`src/rtl/tsft_pkg.sv`:
```
// Shared types and constants for the tilt state feedback torque block.
package tsft_pkg;

  localparam int DataWidth = 16;
  localparam int CfgIndexWidth = 3;
  localparam int CordicMaxIter = 24;
  localparam int CordicIterDefault = 16;
  localparam int AngleWidth = 34;
  localparam int CordicWidth = 40;

  typedef enum logic [1:0] {
    OP_IMU   = 2'd0,
    OP_WHEEL = 2'd1,
    OP_TICK  = 2'd2,
    OP_NONE  = 2'd3
  } opcode_t;

  typedef enum logic [2:0] {
    REG_GAIN_PITCH      = 3'd0,
    REG_GAIN_PITCH_RATE = 3'd1,
    REG_GAIN_WHEEL      = 3'd2,
    REG_TORQUE_CONST    = 3'd3,
    REG_RESISTANCE      = 3'd4
  } reg_index_t;

  localparam logic signed [15:0] HalfPi = 16'sd12868;

  function automatic logic [AngleWidth-1:0] atan_entry(input logic [4:0] i);
    logic [AngleWidth-1:0] v;
    case (i)
      5'd0: v = 34'd843314856;
      5'd1: v = 34'd497837829;
      5'd2: v = 34'd263043836;
      5'd3: v = 34'd133525158;
      5'd4: v = 34'd67021686;
      5'd5: v = 34'd33543515;
      5'd6: v = 34'd16775850;
      5'd7: v = 34'd8388437;
      5'd8: v = 34'd4194282;
      5'd9: v = 34'd2097149;
      5'd10: v = 34'd1048575;
      5'd11: v = 34'd524287;
      5'd12: v = 34'd262143;
      5'd13: v = 34'd131071;
      5'd14: v = 34'd65535;
      5'd15: v = 34'd32767;
      5'd16: v = 34'd16383;
      5'd17: v = 34'd8191;
      5'd18: v = 34'd4095;
      5'd19: v = 34'd2047;
      5'd20: v = 34'd1023;
      5'd21: v = 34'd511;
      5'd22: v = 34'd255;
      5'd23: v = 34'd127;
      default: v = '0;
    endcase
    return v;
  endfunction

endpackage

```
`src/rtl/tsft_if.sv`:
```
// Valid/ready channel interfaces for requests and results.
interface tsft_req_if;
  logic valid;
  logic ready;
  logic [1:0] opcode;
  logic signed [15:0] accel_x;
  logic signed [15:0] accel_y;
  logic signed [15:0] accel_z;
  logic signed [15:0] gyro_pitch_rate;
  logic signed [15:0] wheel_speed_right;
  logic signed [15:0] wheel_speed_left;
  modport source (output valid, opcode, accel_x, accel_y, accel_z, gyro_pitch_rate,
                  wheel_speed_right, wheel_speed_left, input ready);
  modport sink (input valid, opcode, accel_x, accel_y, accel_z, gyro_pitch_rate,
                wheel_speed_right, wheel_speed_left, output ready);
endinterface

interface tsft_res_if;
  logic valid;
  logic ready;
  logic signed [15:0] torque_command;
  logic signed [15:0] pitch_angle;
  logic saturated;
  modport source (output valid, torque_command, pitch_angle, saturated, input ready);
  modport sink (input valid, torque_command, pitch_angle, saturated, output ready);
endinterface

```
`src/rtl/tsft_seq.sv`:
```
// Sequencer and shared datapath: isqrt, CORDIC, multiplies and restoring divide.
module tsft_seq #(
  parameter int CordicIterations = tsft_pkg::CordicIterDefault
) (
  input  logic clk,
  input  logic rst,
  input  logic start,
  input  logic [1:0] opcode,
  input  logic signed [15:0] accel_x,
  input  logic signed [15:0] accel_y,
  input  logic signed [15:0] accel_z,
  input  logic signed [15:0] gyro_pitch_rate,
  input  logic signed [15:0] wheel_speed_right,
  input  logic signed [15:0] wheel_speed_left,
  input  logic signed [15:0] gain_pitch,
  input  logic signed [15:0] gain_pitch_rate,
  input  logic signed [15:0] gain_wheel_speed,
  input  logic [15:0] motor_torque_constant,
  input  logic [15:0] motor_resistance,
  output logic busy,
  output logic done,
  output logic signed [15:0] torque_command,
  output logic signed [15:0] pitch_angle,
  output logic saturated
);
  localparam int CW = tsft_pkg::CordicWidth;
  localparam int AW = tsft_pkg::AngleWidth;
  localparam int NIter = (CordicIterations > tsft_pkg::CordicMaxIter) ?
                         tsft_pkg::CordicMaxIter : CordicIterations;
  localparam logic [4:0] LastIter = 5'(NIter - 1);

  typedef enum logic [11:0] {
    S_IDLE  = 12'b000000000001,
    S_SQ    = 12'b000000000010,
    S_SQRT  = 12'b000000000100,
    S_CINIT = 12'b000000001000,
    S_CORD  = 12'b000000010000,
    S_ANG   = 12'b000000100000,
    S_M1    = 12'b000001000000,
    S_M2    = 12'b000010000000,
    S_M3    = 12'b000100000000,
    S_M4    = 12'b001000000000,
    S_KMUL  = 12'b010000000000,
    S_DIV   = 12'b100000000000
  } state_t;

  state_t state;
  logic [5:0] cnt;
  logic signed [15:0] ax, ay, az;
  logic [33:0] radicand;
  logic [16:0] root;
  logic signed [CW-1:0] cx, cy;
  logic signed [AW-1:0] cz;
  logic signed [15:0] pitch_rate_q, wheel_q;
  logic signed [31:0] prod;
  logic signed [40:0] vacc;
  logic [39:0] vmag;
  logic [56:0] dividend;
  logic [56:0] dquo;
  logic [29:0] drem;
  logic neg;

  logic signed [15:0] mul_a, mul_b;
  logic signed [31:0] mul_p;
  logic signed [CW-1:0] dx, dy;
  logic signed [AW-1:0] zr;
  logic [29:0] divisor;
  logic [30:0] dtry;
  logic [29:0] rem_sh;
  logic [35:0] sqrt_rem_next;
  logic [35:0] sqrt_try;
  logic [56:0] qfin;
  logic signed [57:0] qs;

  // single shared 16x16 multiplier
  always_comb begin
    mul_a = '0;
    mul_b = '0;
    case (state)
      S_IDLE: begin
        mul_a = gain_pitch;
        mul_b = pitch_angle;
      end
      S_SQ: begin
        if (cnt == 6'd0) begin
          mul_a = ay;
          mul_b = ay;
        end else begin
          mul_a = az;
          mul_b = az;
        end
      end
      S_M1: begin
        mul_a = gain_pitch_rate;
        mul_b = pitch_rate_q;
      end
      S_M2: begin
        mul_a = gain_wheel_speed;
        mul_b = wheel_q;
      end
      default: ;
    endcase
  end
  assign mul_p = mul_a * mul_b;

  assign busy = (state != S_IDLE);
  assign done = (state == S_DIV) &&
                ((cnt == 6'd0 && motor_resistance == 16'd0) || cnt == 6'd57);
  assign divisor = {1'b0, motor_resistance, 13'd0};
  assign rem_sh = {drem[28:0], dividend[56]};
  assign dtry = {1'b0, rem_sh} - {1'b0, divisor};
  assign dx = cy >>> cnt[4:0];
  assign dy = cx >>> cnt[4:0];
  assign zr = (cz + AW'(65536)) >>> 17;

  // restoring sqrt, two bits per step, 17 steps
  assign sqrt_rem_next = {vacc[33:0], radicand[33:32]};
  assign sqrt_try = sqrt_rem_next - {17'd0, root, 2'b01};

  // last divide step
  assign qfin = !dtry[30] ? {dquo[55:0], 1'b1} : {dquo[55:0], 1'b0};
  assign qs = neg ? -$signed({1'b0, qfin}) : $signed({1'b0, qfin});

  always_ff @(posedge clk) begin
    if (rst) begin
      state <= S_IDLE;
      pitch_angle <= '0;
      pitch_rate_q <= '0;
      wheel_q <= '0;
      cnt <= '0;
      torque_command <= '0;
      saturated <= 1'b0;
    end else begin
      case (state)
        S_IDLE: begin
          if (start) begin
            ax <= accel_x;
            ay <= accel_y;
            az <= accel_z;
            cnt <= '0;
            case (opcode)
              tsft_pkg::OP_IMU: begin
                pitch_rate_q <= gyro_pitch_rate;
                state <= S_SQ;
              end
              tsft_pkg::OP_WHEEL: begin
                wheel_q <= 16'((17'(wheel_speed_right) + 17'(wheel_speed_left)) >>> 1);
              end
              tsft_pkg::OP_TICK: begin
                prod <= mul_p;
                state <= S_M1;
              end
              default: ;
            endcase
          end
        end
        S_SQ: begin
          if (cnt == 6'd0) begin
            prod <= mul_p;
            cnt <= 6'd1;
          end else begin
            radicand <= {2'b00, prod} + {2'b00, mul_p};
            vacc <= '0;
            root <= '0;
            cnt <= '0;
            state <= S_SQRT;
          end
        end
        S_SQRT: begin
          radicand <= radicand << 2;
          if (!sqrt_try[35]) begin
            vacc <= 41'(sqrt_try);
            root <= {root[15:0], 1'b1};
          end else begin
            vacc <= 41'(sqrt_rem_next);
            root <= {root[15:0], 1'b0};
          end
          cnt <= cnt + 6'd1;
          if (cnt == 6'd16) state <= S_CINIT;
        end
        S_CINIT: begin
          cnt <= '0;
          if (root == '0) begin
            if (ax == 16'sd0) pitch_angle <= '0;
            else if (ax < 0) pitch_angle <= tsft_pkg::HalfPi;
            else pitch_angle <= -tsft_pkg::HalfPi;
            state <= S_IDLE;
          end else begin
            cx <= CW'(root) <<< 14;
            cy <= -(CW'(ax) <<< 14);
            cz <= '0;
            state <= S_CORD;
          end
        end
        S_CORD: begin
          if (!cy[CW-1]) begin
            cx <= cx + dx;
            cy <= cy - dy;
            cz <= cz + AW'(tsft_pkg::atan_entry(cnt[4:0]));
          end else begin
            cx <= cx - dx;
            cy <= cy + dy;
            cz <= cz - AW'(tsft_pkg::atan_entry(cnt[4:0]));
          end
          if (cnt[4:0] == LastIter) begin
            cnt <= '0;
            state <= S_ANG;
          end else begin
            cnt <= cnt + 6'd1;
          end
        end
        S_ANG: begin
          if (zr > AW'(32767)) pitch_angle <= 16'sd32767;
          else if (zr < -AW'(32768)) pitch_angle <= -16'sd32768;
          else pitch_angle <= 16'(zr);
          state <= S_IDLE;
        end
        S_M1: begin
          vacc <= 41'(prod);
          prod <= mul_p;
          state <= S_M2;
        end
        S_M2: begin
          vacc <= vacc + (41'(prod) <<< 5);
          prod <= mul_p;
          state <= S_M3;
        end
        S_M3: begin
          vacc <= vacc + (41'(prod) <<< 5);
          state <= S_M4;
        end
        S_M4: begin
          neg <= vacc[40];
          vmag <= vacc[40] ? 40'(-vacc) : 40'(vacc);
          dividend <= '0;
          cnt <= '0;
          state <= S_KMUL;
        end
        // shift-and-add multiply of |V| by the torque constant, MSB first
        S_KMUL: begin
          dividend <= (dividend << 1) +
                      (motor_torque_constant[4'd15 - cnt[3:0]] ? 57'(vmag) : 57'd0);
          if (cnt == 6'd15) begin
            cnt <= '0;
            state <= S_DIV;
          end else begin
            cnt <= cnt + 6'd1;
          end
        end
        S_DIV: begin
          if (cnt == 6'd0) begin
            drem <= '0;
            dquo <= '0;
            if (motor_resistance == 16'd0) begin
              saturated <= 1'b1;
              torque_command <= (dividend == '0) ? 16'sd0 :
                                (neg ? -16'sd32768 : 16'sd32767);
              state <= S_IDLE;
            end else begin
              cnt <= 6'd1;
            end
          end else begin
            dividend <= dividend << 1;
            if (!dtry[30]) begin
              drem <= dtry[29:0];
              dquo <= {dquo[55:0], 1'b1};
            end else begin
              drem <= rem_sh;
              dquo <= {dquo[55:0], 1'b0};
            end
            if (cnt == 6'd57) begin
              cnt <= '0;
              state <= S_IDLE;
              if (qs > 58'sd32767) begin
                torque_command <= 16'sd32767;
                saturated <= 1'b1;
              end else if (qs < -58'sd32768) begin
                torque_command <= -16'sd32768;
                saturated <= 1'b1;
              end else begin
                torque_command <= 16'(qs);
                saturated <= 1'b0;
              end
            end else begin
              cnt <= cnt + 6'd1;
            end
          end
        end
        default: state <= S_IDLE;
      endcase
    end
  end
endmodule

```
`src/rtl/tilt_state_feedback_torque.sv`:
```
// Top level of the tilt state feedback torque controller.
// One request at a time; ready is low while a request is in work or a result waits.
// An IMU request, once accepted, runs through the squaring of accel_y and accel_z,
// a 17-step square root, a setup step, one CORDIC step per cycle and a rounding
// step; the CORDIC and rounding steps are skipped when accel_y and accel_z are both
// zero. A wheel request is handled in its accept cycle. A control tick runs through
// the gain products and their sum, a shift-and-add multiply by the torque constant,
// a divider setup step and 57 divide steps at one quotient bit per cycle; with
// zero resistance the setup step gives a saturated result without dividing.
// Results appear only for control ticks and are held in an output register until
// taken; the next request is accepted no earlier than the cycle after that.
module tilt_state_feedback_torque #(
  parameter int CORDIC_ITERATIONS = tsft_pkg::CordicIterDefault
) (
  input  logic clk,
  input  logic rst,
  tsft_req_if.sink req,
  tsft_res_if.source res,
  input  logic cfg_we,
  input  logic [tsft_pkg::CfgIndexWidth-1:0] cfg_index,
  input  logic [tsft_pkg::DataWidth-1:0] cfg_data
);
  logic signed [15:0] gain_pitch, gain_pitch_rate, gain_wheel_speed;
  logic [15:0] motor_torque_constant, motor_resistance;
  logic busy, done, sat;
  logic signed [15:0] torque, pitch;

  always_ff @(posedge clk) begin
    if (rst) begin
      gain_pitch <= '0;
      gain_pitch_rate <= '0;
      gain_wheel_speed <= '0;
      motor_torque_constant <= 16'd256;
      motor_resistance <= 16'd256;
    end else if (cfg_we) begin
      case (cfg_index)
        tsft_pkg::REG_GAIN_PITCH: gain_pitch <= cfg_data;
        tsft_pkg::REG_GAIN_PITCH_RATE: gain_pitch_rate <= cfg_data;
        tsft_pkg::REG_GAIN_WHEEL: gain_wheel_speed <= cfg_data;
        tsft_pkg::REG_TORQUE_CONST: motor_torque_constant <= cfg_data;
        tsft_pkg::REG_RESISTANCE: motor_resistance <= cfg_data;
        default: ;
      endcase
    end
  end

  assign req.ready = !busy && !res.valid;

  tsft_seq #(.CordicIterations(CORDIC_ITERATIONS)) u_seq (
    .clk(clk), .rst(rst), .start(req.valid && req.ready), .opcode(req.opcode),
    .accel_x(req.accel_x), .accel_y(req.accel_y), .accel_z(req.accel_z),
    .gyro_pitch_rate(req.gyro_pitch_rate), .wheel_speed_right(req.wheel_speed_right),
    .wheel_speed_left(req.wheel_speed_left), .gain_pitch(gain_pitch),
    .gain_pitch_rate(gain_pitch_rate), .gain_wheel_speed(gain_wheel_speed),
    .motor_torque_constant(motor_torque_constant), .motor_resistance(motor_resistance),
    .busy(busy), .done(done), .torque_command(torque), .pitch_angle(pitch),
    .saturated(sat)
  );

  // done marks the edge at which the result registers are written
  always_ff @(posedge clk) begin
    if (rst) begin
      res.valid <= 1'b0;
    end else begin
      if (done) res.valid <= 1'b1;
      else if (res.ready) res.valid <= 1'b0;
    end
  end

  assign res.torque_command = torque;
  assign res.pitch_angle = pitch;
  assign res.saturated = sat;
endmodule
```
`src/flat_wrapper.sv`:
```
// flat-port wrapper written by rule: the top's interface ports become plain ports
module tilt_state_feedback_torque_flat 
#(
  parameter int CORDIC_ITERATIONS = tsft_pkg::CordicIterDefault
)
  (clk, rst, cfg_we, cfg_index, cfg_data, req_valid, req_opcode, req_accel_x, req_accel_y, req_accel_z, req_gyro_pitch_rate, req_wheel_speed_right, req_wheel_speed_left, req_ready, res_valid, res_torque_command, res_pitch_angle, res_saturated, res_ready);
  tsft_req_if req_i ();
  tsft_res_if res_i ();
  input  logic clk;
  input  logic rst;
  input  logic cfg_we;
  input  logic [tsft_pkg::CfgIndexWidth-1:0] cfg_index;
  input  logic [tsft_pkg::DataWidth-1:0] cfg_data;
  input wire logic [$bits(req_i.valid)-1:0] req_valid;
  input wire logic [$bits(req_i.opcode)-1:0] req_opcode;
  input wire logic [$bits(req_i.accel_x)-1:0] req_accel_x;
  input wire logic [$bits(req_i.accel_y)-1:0] req_accel_y;
  input wire logic [$bits(req_i.accel_z)-1:0] req_accel_z;
  input wire logic [$bits(req_i.gyro_pitch_rate)-1:0] req_gyro_pitch_rate;
  input wire logic [$bits(req_i.wheel_speed_right)-1:0] req_wheel_speed_right;
  input wire logic [$bits(req_i.wheel_speed_left)-1:0] req_wheel_speed_left;
  output wire logic [$bits(req_i.ready)-1:0] req_ready;
  output wire logic [$bits(res_i.valid)-1:0] res_valid;
  output wire logic [$bits(res_i.torque_command)-1:0] res_torque_command;
  output wire logic [$bits(res_i.pitch_angle)-1:0] res_pitch_angle;
  output wire logic [$bits(res_i.saturated)-1:0] res_saturated;
  input wire logic [$bits(res_i.ready)-1:0] res_ready;
  assign req_i.valid = req_valid;
  assign req_i.opcode = req_opcode;
  assign req_i.accel_x = req_accel_x;
  assign req_i.accel_y = req_accel_y;
  assign req_i.accel_z = req_accel_z;
  assign req_i.gyro_pitch_rate = req_gyro_pitch_rate;
  assign req_i.wheel_speed_right = req_wheel_speed_right;
  assign req_i.wheel_speed_left = req_wheel_speed_left;
  assign req_ready = req_i.ready;
  assign res_valid = res_i.valid;
  assign res_torque_command = res_i.torque_command;
  assign res_pitch_angle = res_i.pitch_angle;
  assign res_saturated = res_i.saturated;
  assign res_i.ready = res_ready;
  tilt_state_feedback_torque #(.CORDIC_ITERATIONS(CORDIC_ITERATIONS)) u_core (.clk(clk), .rst(rst), .req(req_i), .res(res_i), .cfg_we(cfg_we), .cfg_index(cfg_index), .cfg_data(cfg_data));
endmodule
```
`config.mk`:
```
export PLATFORM = sky130hd
export DESIGN_NAME = tilt_state_feedback_torque_flat
export DESIGN_NICKNAME = d
export VERILOG_FILES = /design/src/rtl/tsft_pkg.sv /design/src/rtl/tsft_if.sv /design/src/rtl/tsft_seq.sv /design/src/rtl/tilt_state_feedback_torque.sv /design/src/flat_wrapper.sv
export SDC_FILE = /design/constraint.sdc
export NUM_CORES = 2
export LEC_CHECK = 0
export BUFFER_PORTS_ARGS = -buffer_cell sky130_fd_sc_hd__buf_4
export CORE_MARGIN = 10
export CORE_UTILIZATION = 34
export CTS_CLUSTER_SIZE = 14
export DETAILED_ROUTE_END_ITERATION = 8
export PLACE_DENSITY = 0.54
export SLEW_MARGIN = 20
export SYNTH_ARGS = -nofsm -noshare
export SYNTH_HDL_FRONTEND = slang
export SYNTH_SLANG_ARGS = --single-unit
```
`constraint.sdc`:
```
create_clock -name clk -period 12.8 [get_ports clk]
set_input_delay 0.64 -clock clk [delete_from_list [all_inputs] [get_ports clk]]
set_output_delay 0.64 -clock clk [all_outputs]
set_load 0.01 [all_outputs]
```
==> run summary <==
Post-route setup slack -> 1.77 ns
CTS tree -> done
Initial antenna violation count -> 5
Critical R2R Launch -> u_core.u_seq.cnt[1]$_SDFFE_PP0P_
Setup TNS -> 0 ns
Worst EP required -> 13.21 ns
Hold Path Class -> in2reg
Post-Route WL -> 198000 µm
I/O Buffers -> 156
Chip Width -> 445 µm
Worst path max stage delay -> 0.89 ns
Io pins -> 157
Crit path to -> u_core.u_seq.radicand[31]$_DFFE_PP_
Post-placement setup slack -> 1.71 ns
Routability cong. -> 0.926
Number of synthesized flops with an enable pin -> 469
WHS Path Cells -> 1
Fin crit share -> 0.862
Wire length per cell -> 21.3 µm
Gr usage total -> 0.193
Syn Area/Cell -> 8.98 µm²
Max-slew violation count -> 0
Yosys cell types -> 115
WS Path Type -> reg2reg
Post-route ant nets -> 0
Fmax -> 90.6 MHz
# setup viols final -> 0
Slew headroom -> 0.286
Cell Area, Synth -> 61400 µm²
Worst setup EP type -> flop
Initial core utilization -> 0.343
Top-area cell type share of the netlist area -> 0.229
Core area -> 179000 µm²
Yosys warns -> 0
Synth Flop Type -> edfxtp_1
Synth-to-layout area growth -> 10.5%
Layout cells sized above 1 -> 0.0973
Syn Nets -> 7606
Nature of the critical path startpoint -> flop
Leading cell types by count after synthesis -> nand2_1 (729), nor2_1 (677), a21oi_1 (487), inv_1 (475), edfxtp_1 (469)
Crit path arrival time -> 11.45 ns
Sequential area share after synthesis -> 0.293
Post_cts resized -> 0
RSZ-0062 raised after global routing -> false
Count leader, synth -> nand2_1
First-pass GRT wire length -> 305000 µm
Gr ovfl total -> 0
Pwr dens -> 88.1 nW/µm²
Post-layout util -> 0.379
FF-to-FF End -> u_core.u_seq.radicand[31]$_DFFE_PP_
Area leader, netlist -> edfxtp_1
Clk_lat worst skew -> 0.71 ns
DIE AREA -> 198000 µm²
Vias in the first global route -> 50516
Cells after Synth -> 6842
Clk sinks -> 663
Cell depth of the worst flop-to-flop path -> 38
Clock skew -> 0.0366 ns
Status -> finished clean
Worst IR Drop VDD -> 0.0961 mV
Seq cells post-synth -> 663
Height of the die -> 445 µm
Initial DRC count -> 4392
Longest Clk Path Bufs -> 3
Tmin final -> 11.03 ns
FF/Latch Area -> 18000 µm²
CP max-delay cell -> a211oi_2
Avg Vias per Cell -> 5.62
Worst Hold Launch -> req_accel_z[5]
Worst-path maximum fanout -> 17
DR vias -> 52179
CTS H-tree depth -> 3
CTS root buf -> clkbuf_16
Hold-fix buffers, CTS -> 0
Area contributors post-synth -> edfxtp_1 (23%), fa_1 (8.8%), ha_1 (7.6%)
Router iterations before antenna repair -> 6
CTS Buf Count -> 84
Ys async rst share -> 0
Area occupied by multi-input gates -> 40500 µm²
Post-CTS Setup Bufs -> 0
Fillers -> 18162
Max-cap violations -> 0
Drt drc -> 0
Critical Path Start -> u_core.u_seq.cnt[1]$_SDFFE_PP0P_
Worst-margin pin slew -> 1.07 ns
Clk pin slew, worst setup/hold paths -> 0.06 ns
Pleak -> 26.7 nW
Hold Fails Final Rpt -> 0
HPWL after detailed placement -> 150000 µm
Total power -> 5.98 mW
Nets -> 7619
FP Rows -> 155
R2R Setup Slk -> 1.77 ns
Largest net degree at the start of global routing -> 86
registers in the layout, indices dropped and copies added, names as in the netlist, 34 cells and up, named ones only:
register and flops:
u_core.u_seq.cx 40, u_core.u_seq.vmag 40, u_core.u_seq.cz 34, u_core.u_seq.vacc 41, u_core.u_seq.cy 40, u_core.u_seq.dquo 56
u_core.u_seq.dividend 57, u_core.u_seq.radicand 34
layout by cell type, fill, tap and decap left out, types with 58 or more instances in the layout:
cell type | netlist | routed
buf_4 | 15 | 232
or2_2 | 58 | 58
a31oi_1 | 70 | 68
o21a_1 | 67 | 67
a211oi_1 | 88 | 76
mux2i_1 | 76 | 76
clkbuf_16 | 0 | 92
xnor2_1 | 282 | 282
o21ai_0 | 338 | 338
ha_1 | 372 | 372
a21oi_1 | 487 | 486
nand2_1 | 729 | 729
fa_1 | 270 | 270
nor3_1 | 138 | 136
nand2b_1 | 86 | 86
and2_1 | 152 | 152
nand3_1 | 110 | 110
inv_1 | 475 | 475
or3_1 | 65 | 65
and3_1 | 76 | 75
xor2_1 | 170 | 170
a21o_1 | 134 | 134
dfxtp_1 | 194 | 189
edfxtp_1 | 469 | 469
nor2_1 | 677 | 673
mux4_2 | 104 | 104
metrics by stage:
step | area, µm² | instances | hold slack, ns
final | 67800 | 9283 | 0.101
after global routing | 67800 | 9280 | 0.0715
after CTS | 67800 | 9278 | 0.0476
after detailed placement | 65000 | 9122 | 0.447
after global placement | 65000 | 9121 | 0.442
after floorplan | 61400 | 6842 | 0.432
where the power goes:
group | internal [mW] | leakage [nW] | switching, mW
registers | 2.35 | 5.88 | 0.0675
clock network | 1.38 | 1.35 | 1.02
logic | 0.468 | 19.4 | 0.690
per-layer routing:
layer,global-route usage,routed length (µm),up-vias,part of all wire
met4,0.0478,4800,0,0.024
met5,0,0,-,0
li1,-,-,24588,-
met2,0.322,93700,1529,0.47
met3,0.0239,10800,264,0.055
met1,0.264,88500,25798,0.45
critical path, delay by kind of cell, from the launching register on:
| family | cells | cell delay [ns] |
|---|---|---|
| compound gates | 15 | 4.24 |
| xor+xnor | 2 | 0.34 |
| fa+ha+maj | 9 | 3.57 |
| buf+inv | 6 | 0.62 |
| flops | 1 | 0.41 |
| simple gates | 6 | 1.51 |
cell type report:
class / instances / area share
Sequential cell: 663 / 0.265
Multi-Input combinational cell: 5386 / 0.597
Inverter: 483 / 0.0267
Antenna cell: 3 / 0.000111
Tap cell: 2355 / 0.0434
Clock inverter: 30 / 0.00352
Timing Repair Buffer: 237 / 0.0264
Clock buffer: 126 / 0.0374
how the worst min path moves through the flow:
| stage | endpoint |
|---|---|
| detailed placement | u_core.motor_torque_constant[9]$_SDFFE_PP0P_ |
| global placement | u_core.motor_torque_constant[0]$_SDFFE_PP0P_ |
| finish | u_core.u_seq.az[5]$_DFFE_PP_ |
| CTS | u_core.u_seq.az[15]$_DFFE_PP_ |
| global route | u_core.u_seq.az[15]$_DFFE_PP_ |
| floorplan | u_core.u_seq.pitch_rate_q[15]$_SDFFE_PP0P_ |
cells by family (layout without fill, tap and decap cells):
logic type | Yosys count | in the layout | synth area share
xor gates and xnor gates | 452 | 452 | 0.0644
other | 0 | 3 | 0
buffers and inverters | 793 | 876 | 0.0517
muxes | 241 | 241 | 0.0647
AOI/OAI and AO/OA | 1669 | 1669 | 0.176
adders and majority gates | 642 | 642 | 0.164
and+or+nand+nor | 2382 | 2382 | 0.187
DFF | 663 | 663 | 0.293
Note: power is estimated with default switching activity, not from simulation.
